File: src/rtl/micepd_pkg.sv
// ---------------------------------------------------------------------------
// Mic-E position decoder package
// Shared types and constants of the decoder
// ---------------------------------------------------------------------------
package micepd_pkg;

    localparam int QDEPTH  = 2;
    localparam int QPTR_W  = $clog2(QDEPTH);
    localparam int QCNT_W  = $clog2(QDEPTH + 1);

    // classified report between front and back
    typedef struct packed {
        logic        ok;
        logic [6:0]  lat_degrees;
        logic [13:0] lat_min_x100;
        logic        lat_south;
        logic [7:0]  lon_degrees;
        logic        lon_west;
        logic [3:0]  msg_code;
        logic [15:0] symbol_pair;
        logic [9:0]  course_deg;
        logic [10:0] speed_kn;
        logic [14:0] lm100;
        logic [2:0]  amb;
    } t_mid;

endpackage

File: src/rtl/micepd_ifs.sv
// ---------------------------------------------------------------------------
// Mic-E position decoder channels
// Valid/ready channels for reports, classified items and results
// ---------------------------------------------------------------------------
interface micepd_in_if ();
    logic        valid;
    logic        ready;
    logic [47:0] dest_chars;
    logic [7:0]  dest_length;
    logic [7:0]  info_type;
    logic [15:0] info_len;
    logic [63:0] body_bytes;

    modport source (output valid, dest_chars, dest_length, info_type, info_len,
                    body_bytes, input ready);
    modport sink (input valid, dest_chars, dest_length, info_type, info_len,
                  body_bytes, output ready);
endinterface

interface micepd_mid_if import micepd_pkg::*; ();
    logic valid;
    logic ready;
    t_mid data;

    modport source (output valid, data, input ready);
    modport sink (input valid, data, output ready);
endinterface

interface micepd_out_if ();
    logic        valid;
    logic        ready;
    logic        valid_res;
    logic [6:0]  lat_degrees;
    logic [13:0] lat_min_x100;
    logic        lat_south;
    logic [7:0]  lon_degrees;
    logic [14:0] lon_min_x100;
    logic        lon_west;
    logic [11:0] speed_kph;
    logic [9:0]  course_deg;
    logic [3:0]  msg_code;
    logic [15:0] symbol_pair;

    modport source (output valid, valid_res, lat_degrees, lat_min_x100, lat_south,
                    lon_degrees, lon_min_x100, lon_west, speed_kph, course_deg,
                    msg_code, symbol_pair, input ready);
    modport sink (input valid, valid_res, lat_degrees, lat_min_x100, lat_south,
                  lon_degrees, lon_min_x100, lon_west, speed_kph, course_deg,
                  msg_code, symbol_pair, output ready);
endinterface

File: src/rtl/mic_e_position_decoder_unit.sv
// ---------------------------------------------------------------------------
// Mic-E position decoder unit
// Decodes one Mic-E position report per item into numeric position fields
// ---------------------------------------------------------------------------
// usage:
//   i_in carries one report per item: destination bytes and length, info type,
//   info length and info bytes 1..8. o_out carries one result item per report,
//   valid_res low with all fields zero when the report is rejected.
//   path: the front register loads at the accepting edge, then the item is
//   registered in the queue, back stage one and the result register in
//   turn, after which the result item can be taken.
//   throughput: one item per cycle sustained while o_out.ready is high; the
//   two multiplier stages of the back part are fully pipelined.
//   reset: synchronous, active low; empties the front register, the two-entry
//   queue and both back stages, no result is shown after reset.
//   stall: when o_out.ready is low the result holds; back stages, queue and
//   front register keep filling, i_in.ready drops only when all are full.
// ---------------------------------------------------------------------------
module mic_e_position_decoder_unit import micepd_pkg::*; (
    input  logic         i_clk,
    input  logic         i_rst_n,
    micepd_in_if.sink    i_in,
    micepd_out_if.source o_out
);

    micepd_mid_if u_f2q ();
    micepd_mid_if u_q2b ();

    micepd_front u_front (
        .i_clk   (i_clk),
        .i_rst_n (i_rst_n),
        .i_in    (i_in),
        .o_mid   (u_f2q)
    );

    micepd_queue u_queue (
        .i_clk   (i_clk),
        .i_rst_n (i_rst_n),
        .i_mid   (u_f2q),
        .o_mid   (u_q2b)
    );

    micepd_back u_back (
        .i_clk   (i_clk),
        .i_rst_n (i_rst_n),
        .i_mid   (u_q2b),
        .o_out   (o_out)
    );

endmodule

File: src/rtl/micepd_front.sv
// ---------------------------------------------------------------------------
// Mic-E decoder front
// Accepts a report, checks it and decodes the destination and body bytes
// ---------------------------------------------------------------------------
module micepd_front import micepd_pkg::*; (
    input  logic       i_clk,
    input  logic       i_rst_n,
    micepd_in_if.sink  i_in,
    micepd_mid_if.source o_mid
);

    localparam logic [7:0] C_BACKTICK = 8'h60;
    localparam logic [7:0] C_APOS     = 8'h27;
    localparam logic [7:0] C_BLANK    = 8'h20;
    localparam logic [7:0] C_ZERO     = 8'h30;
    localparam logic [7:0] C_NINE     = 8'h39;
    localparam logic [7:0] C_UA       = 8'h41;
    localparam logic [7:0] C_UK       = 8'h4B;
    localparam logic [7:0] C_UL       = 8'h4C;
    localparam logic [7:0] C_UP       = 8'h50;
    localparam logic [7:0] C_UZ       = 8'h5A;
    localparam logic [7:0] C_BIAS     = 8'd28;

    logic        r_valid;
    t_mid        r_item;
    t_mid        n_item;

    logic [7:0]  dc [6];
    logic [7:0]  tc [6];
    logic [3:0]  dg [6];
    logic [7:0]  bb [8];
    logic [2:0]  amb;
    logic [2:0]  idx;
    logic        custom;
    logic signed [9:0]  lng;
    logic [7:0]  lmin;
    logic [7:0]  lfrac;
    logic [7:0]  s0;
    logic [7:0]  c0;
    logic [16:0] cq_prod;
    logic [4:0]  cq;
    logic [7:0]  rem8;
    logic signed [11:0] crs;
    logic [11:0] sp;

    always_comb begin
        for (int i = 0; i < 6; i++) begin
            dc[i] = i_in.dest_chars[47 - 8 * i -: 8];
            if (dc[i] == C_UK || dc[i] == C_UL || dc[i] == C_UZ) begin
                tc[i] = C_BLANK;
            end else if (dc[i] > C_UL) begin
                tc[i] = dc[i] - 8'd32;
            end else if (dc[i] > C_NINE) begin
                tc[i] = dc[i] - 8'd17;
            end else begin
                tc[i] = dc[i];
            end
            dg[i] = (tc[i] >= C_ZERO && tc[i] <= C_NINE) ? 4'(tc[i] - C_ZERO) : 4'd0;
        end
        for (int k = 0; k < 8; k++) begin
            bb[k] = i_in.body_bytes[63 - 8 * k -: 8];
        end

        // trailing blank digits
        if (tc[5] != C_BLANK)      amb = 3'd0;
        else if (tc[4] != C_BLANK) amb = 3'd1;
        else if (tc[3] != C_BLANK) amb = 3'd2;
        else if (tc[2] != C_BLANK) amb = 3'd3;
        else if (tc[1] != C_BLANK) amb = 3'd4;
        else if (tc[0] != C_BLANK) amb = 3'd5;
        else                       amb = 3'd6;

        if (amb >= 3'd4)      dg[2] = 4'd3;
        else if (amb == 3'd3) dg[3] = 4'd5;
        else if (amb == 3'd2) dg[4] = 4'd5;
        else if (amb == 3'd1) dg[5] = 4'd5;

        // message bits
        idx    = 3'd0;
        custom = 1'b0;
        for (int i = 0; i < 3; i++) begin
            if ((dc[i] >= C_ZERO && dc[i] <= C_NINE) || dc[i] == C_UL) begin
                idx[2 - i] = 1'b0;
            end else if (dc[i] >= C_UP && dc[i] <= C_UZ) begin
                idx[2 - i] = 1'b1;
            end else if (dc[i] >= C_UA && dc[i] <= C_UK) begin
                idx[2 - i] = 1'b1;
                custom     = 1'b1;
            end else begin
                custom = 1'b1;
            end
        end

        // longitude degrees
        lng = $signed({2'b00, bb[0]}) - 10'sd28;
        if (dc[4] >= C_UP) lng = lng + 10'sd100;
        if (lng >= 10'sd180 && lng <= 10'sd189) lng = lng - 10'sd80;
        if (lng >= 10'sd190 && lng <= 10'sd199) lng = lng - 10'sd190;

        // longitude minutes
        lmin = (bb[1] >= C_BIAS) ? bb[1] - C_BIAS : 8'd0;
        if (lmin >= 8'd60) lmin = lmin - 8'd60;
        lfrac = (bb[2] >= C_BIAS) ? bb[2] - C_BIAS : 8'd0;
        if (lfrac > 8'd99) lfrac = 8'd99;

        // speed and course
        s0      = (bb[3] >= C_BIAS) ? bb[3] - C_BIAS : 8'd0;
        c0      = (bb[4] >= C_BIAS) ? bb[4] - C_BIAS : 8'd0;
        cq_prod = {9'd0, c0} * 17'd410;
        cq      = cq_prod[16:12];
        rem8    = c0 - {cq, 3'b000} - {2'b00, cq, 1'b0};
        crs     = $signed({1'b0, 11'({7'd0, rem8[3:0]} * 11'd100)})
                + $signed({4'd0, bb[5]}) - 12'sd28;
        if (crs >= 12'sd400) crs = crs - 12'sd400;
        if (crs < 12'sd0)    crs = 12'sd0;
        sp = 12'({4'd0, s0} * 12'd10) + {7'd0, cq};
        if (sp >= 12'd800) sp = sp - 12'd800;

        n_item.ok = (i_in.info_type == C_BACKTICK || i_in.info_type == C_APOS)
                  && i_in.info_len >= 16'd9 && i_in.dest_length == 8'd6;
        n_item.lat_degrees  = 7'({3'd0, dg[0]} * 7'd10) + {3'd0, dg[1]};
        n_item.lat_min_x100 = 14'({10'd0, dg[2]} * 14'd1000) + 14'({10'd0, dg[3]} * 14'd100)
                            + 14'({10'd0, dg[4]} * 14'd10) + {10'd0, dg[5]};
        n_item.lat_south    = (dc[3] <= C_UL);
        n_item.lon_degrees  = (lng < 10'sd0)   ? 8'd0 :
                              (lng > 10'sd179) ? 8'd179 : lng[7:0];
        n_item.lon_west     = (dc[5] >= C_UP);
        n_item.msg_code     = {custom, ~idx};
        n_item.symbol_pair  = {bb[6], bb[7]};
        n_item.course_deg   = crs[9:0];
        n_item.speed_kn     = sp[10:0];
        n_item.lm100        = 15'({7'd0, lmin} * 15'd100) + {7'd0, lfrac};
        n_item.amb          = amb;
    end

    assign i_in.ready  = !r_valid || o_mid.ready;
    assign o_mid.valid = r_valid;
    assign o_mid.data  = r_item;

    always_ff @(posedge i_clk) begin
        if (!i_rst_n) begin
            r_valid <= 1'b0;
        end else if (i_in.ready) begin
            r_valid <= i_in.valid;
        end
    end

    always_ff @(posedge i_clk) begin
        if (i_in.valid && i_in.ready) begin
            r_item <= n_item;
        end
    end

endmodule

File: src/rtl/micepd_queue.sv
// ---------------------------------------------------------------------------
// Mic-E decoder queue
// Short register queue between the front and the back
// ---------------------------------------------------------------------------
module micepd_queue import micepd_pkg::*; (
    input  logic         i_clk,
    input  logic         i_rst_n,
    micepd_mid_if.sink   i_mid,
    micepd_mid_if.source o_mid
);

    t_mid              r_mem [QDEPTH];
    logic [QPTR_W-1:0] r_wr_ptr;
    logic [QPTR_W-1:0] r_rd_ptr;
    logic [QCNT_W-1:0] r_count;
    logic              push;
    logic              pop;

    assign i_mid.ready = (r_count != QCNT_W'(QDEPTH));
    assign o_mid.valid = (r_count != '0);
    assign o_mid.data  = r_mem[r_rd_ptr];
    assign push        = i_mid.valid && i_mid.ready;
    assign pop         = o_mid.valid && o_mid.ready;

    always_ff @(posedge i_clk) begin
        if (!i_rst_n) begin
            r_wr_ptr <= '0;
            r_rd_ptr <= '0;
            r_count  <= '0;
        end else begin
            if (push) begin
                r_wr_ptr <= (r_wr_ptr == QPTR_W'(QDEPTH - 1)) ? '0 : r_wr_ptr + 1'b1;
            end
            if (pop) begin
                r_rd_ptr <= (r_rd_ptr == QPTR_W'(QDEPTH - 1)) ? '0 : r_rd_ptr + 1'b1;
            end
            if (push && !pop) begin
                r_count <= r_count + 1'b1;
            end else if (pop && !push) begin
                r_count <= r_count - 1'b1;
            end
        end
    end

    always_ff @(posedge i_clk) begin
        if (push) begin
            r_mem[r_wr_ptr] <= i_mid.data;
        end
    end

endmodule

File: src/rtl/micepd_back.sv
// ---------------------------------------------------------------------------
// Mic-E decoder back
// Ambiguity rounding and knot conversion in two stages, result register
// ---------------------------------------------------------------------------
module micepd_back import micepd_pkg::*; (
    input  logic         i_clk,
    input  logic         i_rst_n,
    micepd_mid_if.sink   i_mid,
    micepd_out_if.source o_out
);

    // reciprocals exact over the value ranges in use
    localparam logic [15:0] M_DIV10    = 16'd52429;
    localparam logic [15:0] M_DIV100   = 16'd41944;
    localparam logic [15:0] M_DIV1000S = 16'd33555;
    localparam logic [22:0] M_DIV1000W = 23'd4294968;

    typedef struct packed {
        t_mid        base;
        logic [14:0] lq;
        logic [9:0]  ld;
        logic [21:0] sp_num;
    } t_b1;

    logic        r_b1_valid;
    t_b1         r_b1;
    t_b1         n_b1;
    logic        b1_ready;
    logic        r_o_valid;
    logic        o_ready;

    logic [14:0] half;
    logic [15:0] mul_k;
    logic [14:0] x;
    logic [31:0] lm_prod;

    logic [44:0] sp_prod;
    logic [24:0] lm_full;

    logic        r_valid_res;
    logic [6:0]  r_lat_degrees;
    logic [13:0] r_lat_min_x100;
    logic        r_lat_south;
    logic [7:0]  r_lon_degrees;
    logic [14:0] r_lon_min_x100;
    logic        r_lon_west;
    logic [11:0] r_speed_kph;
    logic [9:0]  r_course_deg;
    logic [3:0]  r_msg_code;
    logic [15:0] r_symbol_pair;

    // stage one: minutes quotient and knot product
    always_comb begin
        unique case (i_mid.data.amb)
            3'd1:    begin half = 15'd5;   mul_k = M_DIV10;    end
            3'd2:    begin half = 15'd50;  mul_k = M_DIV100;   end
            3'd3:    begin half = 15'd500; mul_k = M_DIV1000S; end
            default: begin half = 15'd0;   mul_k = 16'd0;      end
        endcase
        x       = i_mid.data.lm100 + half;
        lm_prod = {17'd0, x} * {16'd0, mul_k};

        n_b1.base = i_mid.data;
        unique case (i_mid.data.amb)
            3'd0:    begin n_b1.lq = i_mid.data.lm100;        n_b1.ld = 10'd1;    end
            3'd1:    begin n_b1.lq = 15'(lm_prod[31:19]);     n_b1.ld = 10'd10;   end
            3'd2:    begin n_b1.lq = 15'(lm_prod[31:22]);     n_b1.ld = 10'd100;  end
            3'd3:    begin n_b1.lq = 15'(lm_prod[31:25]);     n_b1.ld = 10'd1000; end
            default: begin n_b1.lq = 15'd3000;                n_b1.ld = 10'd1;    end
        endcase
        n_b1.sp_num = 22'({11'd0, i_mid.data.speed_kn} * 22'd1852) + 22'd500;
    end

    // stage two: scale back minutes, divide knot product by 1000
    assign lm_full = {10'd0, r_b1.lq} * {15'd0, r_b1.ld};
    assign sp_prod = {23'd0, r_b1.sp_num} * {22'd0, M_DIV1000W};

    assign o_ready     = !r_o_valid || o_out.ready;
    assign b1_ready    = !r_b1_valid || o_ready;
    assign i_mid.ready = b1_ready;

    always_ff @(posedge i_clk) begin
        if (!i_rst_n) begin
            r_b1_valid <= 1'b0;
            r_o_valid  <= 1'b0;
        end else begin
            if (b1_ready) begin
                r_b1_valid <= i_mid.valid;
            end
            if (o_ready) begin
                r_o_valid <= r_b1_valid;
            end
        end
    end

    always_ff @(posedge i_clk) begin
        if (i_mid.valid && b1_ready) begin
            r_b1 <= n_b1;
        end
        if (r_b1_valid && o_ready) begin
            if (r_b1.base.ok) begin
                r_valid_res    <= 1'b1;
                r_lat_degrees  <= r_b1.base.lat_degrees;
                r_lat_min_x100 <= r_b1.base.lat_min_x100;
                r_lat_south    <= r_b1.base.lat_south;
                r_lon_degrees  <= r_b1.base.lon_degrees;
                r_lon_min_x100 <= lm_full[14:0];
                r_lon_west     <= r_b1.base.lon_west;
                r_speed_kph    <= sp_prod[43:32];
                r_course_deg   <= r_b1.base.course_deg;
                r_msg_code     <= r_b1.base.msg_code;
                r_symbol_pair  <= r_b1.base.symbol_pair;
            end else begin
                r_valid_res    <= 1'b0;
                r_lat_degrees  <= '0;
                r_lat_min_x100 <= '0;
                r_lat_south    <= 1'b0;
                r_lon_degrees  <= '0;
                r_lon_min_x100 <= '0;
                r_lon_west     <= 1'b0;
                r_speed_kph    <= '0;
                r_course_deg   <= '0;
                r_msg_code     <= '0;
                r_symbol_pair  <= '0;
            end
        end
    end

    assign o_out.valid        = r_o_valid;
    assign o_out.valid_res    = r_valid_res;
    assign o_out.lat_degrees  = r_lat_degrees;
    assign o_out.lat_min_x100 = r_lat_min_x100;
    assign o_out.lat_south    = r_lat_south;
    assign o_out.lon_degrees  = r_lon_degrees;
    assign o_out.lon_min_x100 = r_lon_min_x100;
    assign o_out.lon_west     = r_lon_west;
    assign o_out.speed_kph    = r_speed_kph;
    assign o_out.course_deg   = r_course_deg;
    assign o_out.msg_code     = r_msg_code;
    assign o_out.symbol_pair  = r_symbol_pair;

endmodule

File: src/flat_wrapper.sv
// flat-port wrapper written by rule: the top's interface ports become plain ports
module mic_e_position_decoder_unit_flat import micepd_pkg::*;
  (i_clk, i_rst_n, i_in_valid, i_in_dest_chars, i_in_dest_length, i_in_info_type, i_in_info_len, i_in_body_bytes, i_in_ready, o_out_valid, o_out_valid_res, o_out_lat_degrees, o_out_lat_min_x100, o_out_lat_south, o_out_lon_degrees, o_out_lon_min_x100, o_out_lon_west, o_out_speed_kph, o_out_course_deg, o_out_msg_code, o_out_symbol_pair, o_out_ready);
  micepd_in_if i_in_i ();
  micepd_out_if o_out_i ();
  input  logic i_clk;
  input  logic i_rst_n;
  input wire logic [$bits(i_in_i.valid)-1:0] i_in_valid;
  input wire logic [$bits(i_in_i.dest_chars)-1:0] i_in_dest_chars;
  input wire logic [$bits(i_in_i.dest_length)-1:0] i_in_dest_length;
  input wire logic [$bits(i_in_i.info_type)-1:0] i_in_info_type;
  input wire logic [$bits(i_in_i.info_len)-1:0] i_in_info_len;
  input wire logic [$bits(i_in_i.body_bytes)-1:0] i_in_body_bytes;
  output wire logic [$bits(i_in_i.ready)-1:0] i_in_ready;
  output wire logic [$bits(o_out_i.valid)-1:0] o_out_valid;
  output wire logic [$bits(o_out_i.valid_res)-1:0] o_out_valid_res;
  output wire logic [$bits(o_out_i.lat_degrees)-1:0] o_out_lat_degrees;
  output wire logic [$bits(o_out_i.lat_min_x100)-1:0] o_out_lat_min_x100;
  output wire logic [$bits(o_out_i.lat_south)-1:0] o_out_lat_south;
  output wire logic [$bits(o_out_i.lon_degrees)-1:0] o_out_lon_degrees;
  output wire logic [$bits(o_out_i.lon_min_x100)-1:0] o_out_lon_min_x100;
  output wire logic [$bits(o_out_i.lon_west)-1:0] o_out_lon_west;
  output wire logic [$bits(o_out_i.speed_kph)-1:0] o_out_speed_kph;
  output wire logic [$bits(o_out_i.course_deg)-1:0] o_out_course_deg;
  output wire logic [$bits(o_out_i.msg_code)-1:0] o_out_msg_code;
  output wire logic [$bits(o_out_i.symbol_pair)-1:0] o_out_symbol_pair;
  input wire logic [$bits(o_out_i.ready)-1:0] o_out_ready;
  assign i_in_i.valid = i_in_valid;
  assign i_in_i.dest_chars = i_in_dest_chars;
  assign i_in_i.dest_length = i_in_dest_length;
  assign i_in_i.info_type = i_in_info_type;
  assign i_in_i.info_len = i_in_info_len;
  assign i_in_i.body_bytes = i_in_body_bytes;
  assign i_in_ready = i_in_i.ready;
  assign o_out_valid = o_out_i.valid;
  assign o_out_valid_res = o_out_i.valid_res;
  assign o_out_lat_degrees = o_out_i.lat_degrees;
  assign o_out_lat_min_x100 = o_out_i.lat_min_x100;
  assign o_out_lat_south = o_out_i.lat_south;
  assign o_out_lon_degrees = o_out_i.lon_degrees;
  assign o_out_lon_min_x100 = o_out_i.lon_min_x100;
  assign o_out_lon_west = o_out_i.lon_west;
  assign o_out_speed_kph = o_out_i.speed_kph;
  assign o_out_course_deg = o_out_i.course_deg;
  assign o_out_msg_code = o_out_i.msg_code;
  assign o_out_symbol_pair = o_out_i.symbol_pair;
  assign o_out_i.ready = o_out_ready;
  mic_e_position_decoder_unit u_core (.i_clk(i_clk), .i_rst_n(i_rst_n), .i_in(i_in_i), .o_out(o_out_i));
endmodule
File: config.mk
export PLATFORM = sky130hd
export DESIGN_NAME = mic_e_position_decoder_unit_flat
export DESIGN_NICKNAME = d
export VERILOG_FILES = /design/src/rtl/micepd_pkg.sv /design/src/rtl/micepd_ifs.sv /design/src/rtl/mic_e_position_decoder_unit.sv /design/src/rtl/micepd_front.sv /design/src/rtl/micepd_queue.sv /design/src/rtl/micepd_back.sv /design/src/flat_wrapper.sv
export SDC_FILE = /design/constraint.sdc
export NUM_CORES = 2
export LEC_CHECK = 0
export ABC_AREA = 1
export BUFFER_PORTS_ARGS = -buffer_cell sky130_fd_sc_hd__buf_2
export CAP_MARGIN = 15
export CORE_UTILIZATION = 37
export DETAILED_ROUTE_END_ITERATION = 8
export SYNTH_ARGS = -nofsm -noshare
export SYNTH_HDL_FRONTEND = slang
export SYNTH_SLANG_ARGS = --single-unit
File: constraint.sdc
create_clock -name i_clk -period 10.35 [get_ports i_clk]
set_input_delay 1.5525 -clock i_clk [delete_from_list [all_inputs] [get_ports i_clk]]
set_output_delay 1.5525 -clock i_clk [all_outputs]
set_load 0.02 [all_outputs]
==> impl_metrics.toml <==
[floorplan]
core-area_sq_um = 116000
initial_core_util = 0.373
ios = 239
die-width_um = 344
dieArea_sq_um = 118000
die_y_um = 344
row_count = 125

[synth]
yosys.area_share.adder = 0.343
synth_top_flop_cell = "edfxtp_1"
muxShareOfSynthArea = 0.00118
ys_top_cells_by_area = "edfxtp_1 (32%), ha_1 (18%), fa_1 (16%)"
syn-cell-area_sq_um = 43300
synth_edf_count = 465
ys_seq_area_frac = 0.326
synth_compound_gate_area_share = 0.0611
synth.top_cell.area_share = 0.322
synth-seq-cells = 473
synth.avg_cell_area_sq_um = 9.32
async_flop_share = 0
synthXorXnorAreaFrac = 0.0331
yosysTopAreaCell = "edfxtp_1"
ys_warn_count = 0
synth_top_family_by_area = "adder cells"
syn-num-nets = 5769
syn_inst = 4647
synth_cell_types = 62
yosys.area_share.simple = 0.142

[placement]
port_buffers = 238
gp_congestion = 0.930
place_hpwl_mm = 79.0

[clock_network]
cts_tree = "built"
root_buffer = "clkbuf_16"
clk_pin_slew_worst_paths_ns = 0.06
htreeDepth = 2
clock_sink_count = 473
clk_latency_ns = 0.62
numCtsBuffers = 51
clock_path_buffers = 3

[timing]
worstMarginPinSlew_ns = 1.18
hold_viol = 0
clock.fmax_mhz = 106
drv_slew = 0
slew_headroom = 0.205
finClkSkew_ns = 0.0454
fin_crit_sh = 0.916
setup_viol = 0
period_needed_ns = 9.48

[status]
run_status = "finished clean"

[drt]
first_pass_iters = 7
wl_per_cell_um = 15.0
initialDrtViolationCount = 1646
wirelength_mm = 97.5
route.detailed.drc = 0
routed_via_density = 4.73
vias = 30660
final_antenna_net_count = 0

[global_routing]
grt_max_degree = 74
globalRoute.totalOverflow = 0
grt_pass1_wl_mm = 158
grt_pass1_vias = 30989
track_usage = 0.168
antenna_found_initial = 3

[worst_setup_path]
critPathKind = "reg -> reg"
critPathCaptureType = "register"
path_common_cell = "nand2_1"
crit_path_max_fanout = 24
worst_setup_path_start_kind = "register"
slowest_delay_ns = 0.55
arrival_ns = 9.76
crit_required_ns = 10.63
cp_slowest_cell = "fa_1"

[worst_hold_path]
min_path_type = "reg -> reg"
holdCritStartpoint = "u_core.u_front.o_mid.data[26]"

[final_layout]
drive_above_1_share = 0.0832
synthToLayoutAreaGrowth_pct = 11.3
nFillCells = 11363
fin_nets = 6041
fin_util = 0.415

[flow_run]
cap_viol_max_count = 0
[placed cells by master, fill, tap and decap left out, types with 6 or more instances in the layout]
cell type  count
clkinv_2       9
o2111ai_1      7
o21bai_1      12
clkinv_1      15
nand2_2       12
o21ai_0      154
bufinv_16      6
or2_2         23
fa_1         356
buf_2        238
xor2_1       108
a31oi_1       15
nand3_1      118
nand4_1       33
dfxtp_1        7
inv_2          7
nor2_1       334
nand3b_1      10
clkbuf_1       9
o21a_1         7
o21ai_1        9
buf_4         25
nor4_1        18
a21oi_1      204
clkbuf_16     51
edfxtp_1     465
nand2_1      857
inv_1       1024
a21o_1        15
ha_1         618
nor3b_1        6
o211ai_1      14
nor3_1        34
and2_1         6
nor2_4         6
xnor2_1       52
[repair_timing]
item                       in CTS  in global routing
buffers inserted                0                  1
resized for setup               0                  3
hold buffers                    0                  0
setup endpoints to repair       0                  7
[metrics by stage]
step                      setup TNS (ns)  cells  setup WS, ns  area, sq um  hold WS [ns]
after floorplan                        0   4647          1.66        43300         0.421
after global placement                 0   6389         0.668        46500         0.422
after detailed placement               0   6389         0.480        46500         0.430
after CTS                              0   6485         0.423        48200         0.446
after global routing             -0.0116   6487       -0.0116        48200         0.451
final                                  0   6488         0.873        48200         0.443
[critical path, delay by kind of cell, from the launching register on]
kind / cells / cell delay [ns]
buffers and inverters: 8 / 0.88
flip-flops: 1 / 0.51
AND/OR/NAND/NOR: 18 / 2.77
XOR/XNOR: 2 / 0.44
AO/OA/AOI/OAI: 7 / 1.12
adder cells (fa/ha/maj): 8 / 3.42
[layer usage]
metal	track usage	share of wire
met5	0	0.00024
met2	0.295	0.49
met3	0.0225	0.044
met4	0.0441	0.025
met1	0.215	0.44
[cell usage after synthesis (5+ instances only)]
library cell / instances
o21a_1: 7
fa_1: 356
nor3_1: 34
nand2_1: 857
xnor2_1: 52
o21bai_1: 12
ha_1: 618
nand2_2: 12
xor2_1: 108
o2111ai_1: 7
o211ai_1: 14
a21oi_1: 205
inv_2: 8
nand3b_1: 10
a31oi_1: 15
clkbuf_1: 42
or2_2: 23
nor3b_1: 6
inv_1: 1026
nand4_1: 33
nand3_2: 5
o21ai_0: 154
clkinv_1: 5
nand3_1: 118
and2_1: 6
dfxtp_1: 8
edfxtp_1: 465
o21ai_1: 9
a21o_1: 15
nor2_1: 336
nor4_1: 18
o31ai_1: 5
[state kept, by name, summed over array words and instances (netlist names), 2 cells and up, named ones only]
signal / count
u_core.u_queue.r_mem: 182
u_core.u_back.r_b1: 103
u_core.u_front.o_mid.data: 91
u_core.u_back.o_out.symbol_pair: 16
u_core.u_back.o_out.lon_min_x100: 15
u_core.u_back.o_out.lat_min_x100: 14
u_core.u_back.o_out.speed_kph: 12
u_core.u_back.o_out.course_deg: 10
u_core.u_back.o_out.lon_degrees: 8
u_core.u_back.o_out.lat_degrees: 7
u_core.u_back.o_out.msg_code: 4
u_core.u_queue.r_count: 2
[final timing paths]
kind                                               endpoint  slack, ns  cells past startpoint
worst max-delay path                 u_core.u_back.r_b1[41]       0.87                     43
worst max register to register       u_core.u_back.r_b1[41]       0.87                     43
worst min-delay path            u_core.u_queue.r_mem[0][26]       0.44                      0
worst min register to register  u_core.u_queue.r_mem[0][26]       0.44                      0
[area by class of cell]
| class | count | area [sq um] | share of cell area |
|---|---|---|---|
| clock buffer | 61 | 1320 | 0.0275 |
| tap | 1524 | 1910 | 0.0395 |
| sequential | 473 | 14100 | 0.293 |
| inverter | 1039 | 3910 | 0.0810 |
| clock inverter | 35 | 389 | 0.00807 |
| antenna | 2 | 5.00 | 0.000104 |
| timing repair buffer | 263 | 1380 | 0.0286 |
| multi-input combinational | 3091 | 25200 | 0.522 |
[cells by family (layout without fill, tap and decap cells)]
group	Yosys count	in the layout
AOI/OAI and AO/OA	471	471
xor gates and xnor gates	162	162
adders and majority gates	974	974
buffers and inverters	1083	1398
DFF	473	473
muxes	5	5
other	1	3
and+or+nand+nor	1478	1478
Power is not shown: default switching activity piles up to over one toggle a cycle in this logic, so the estimate is an artifact.
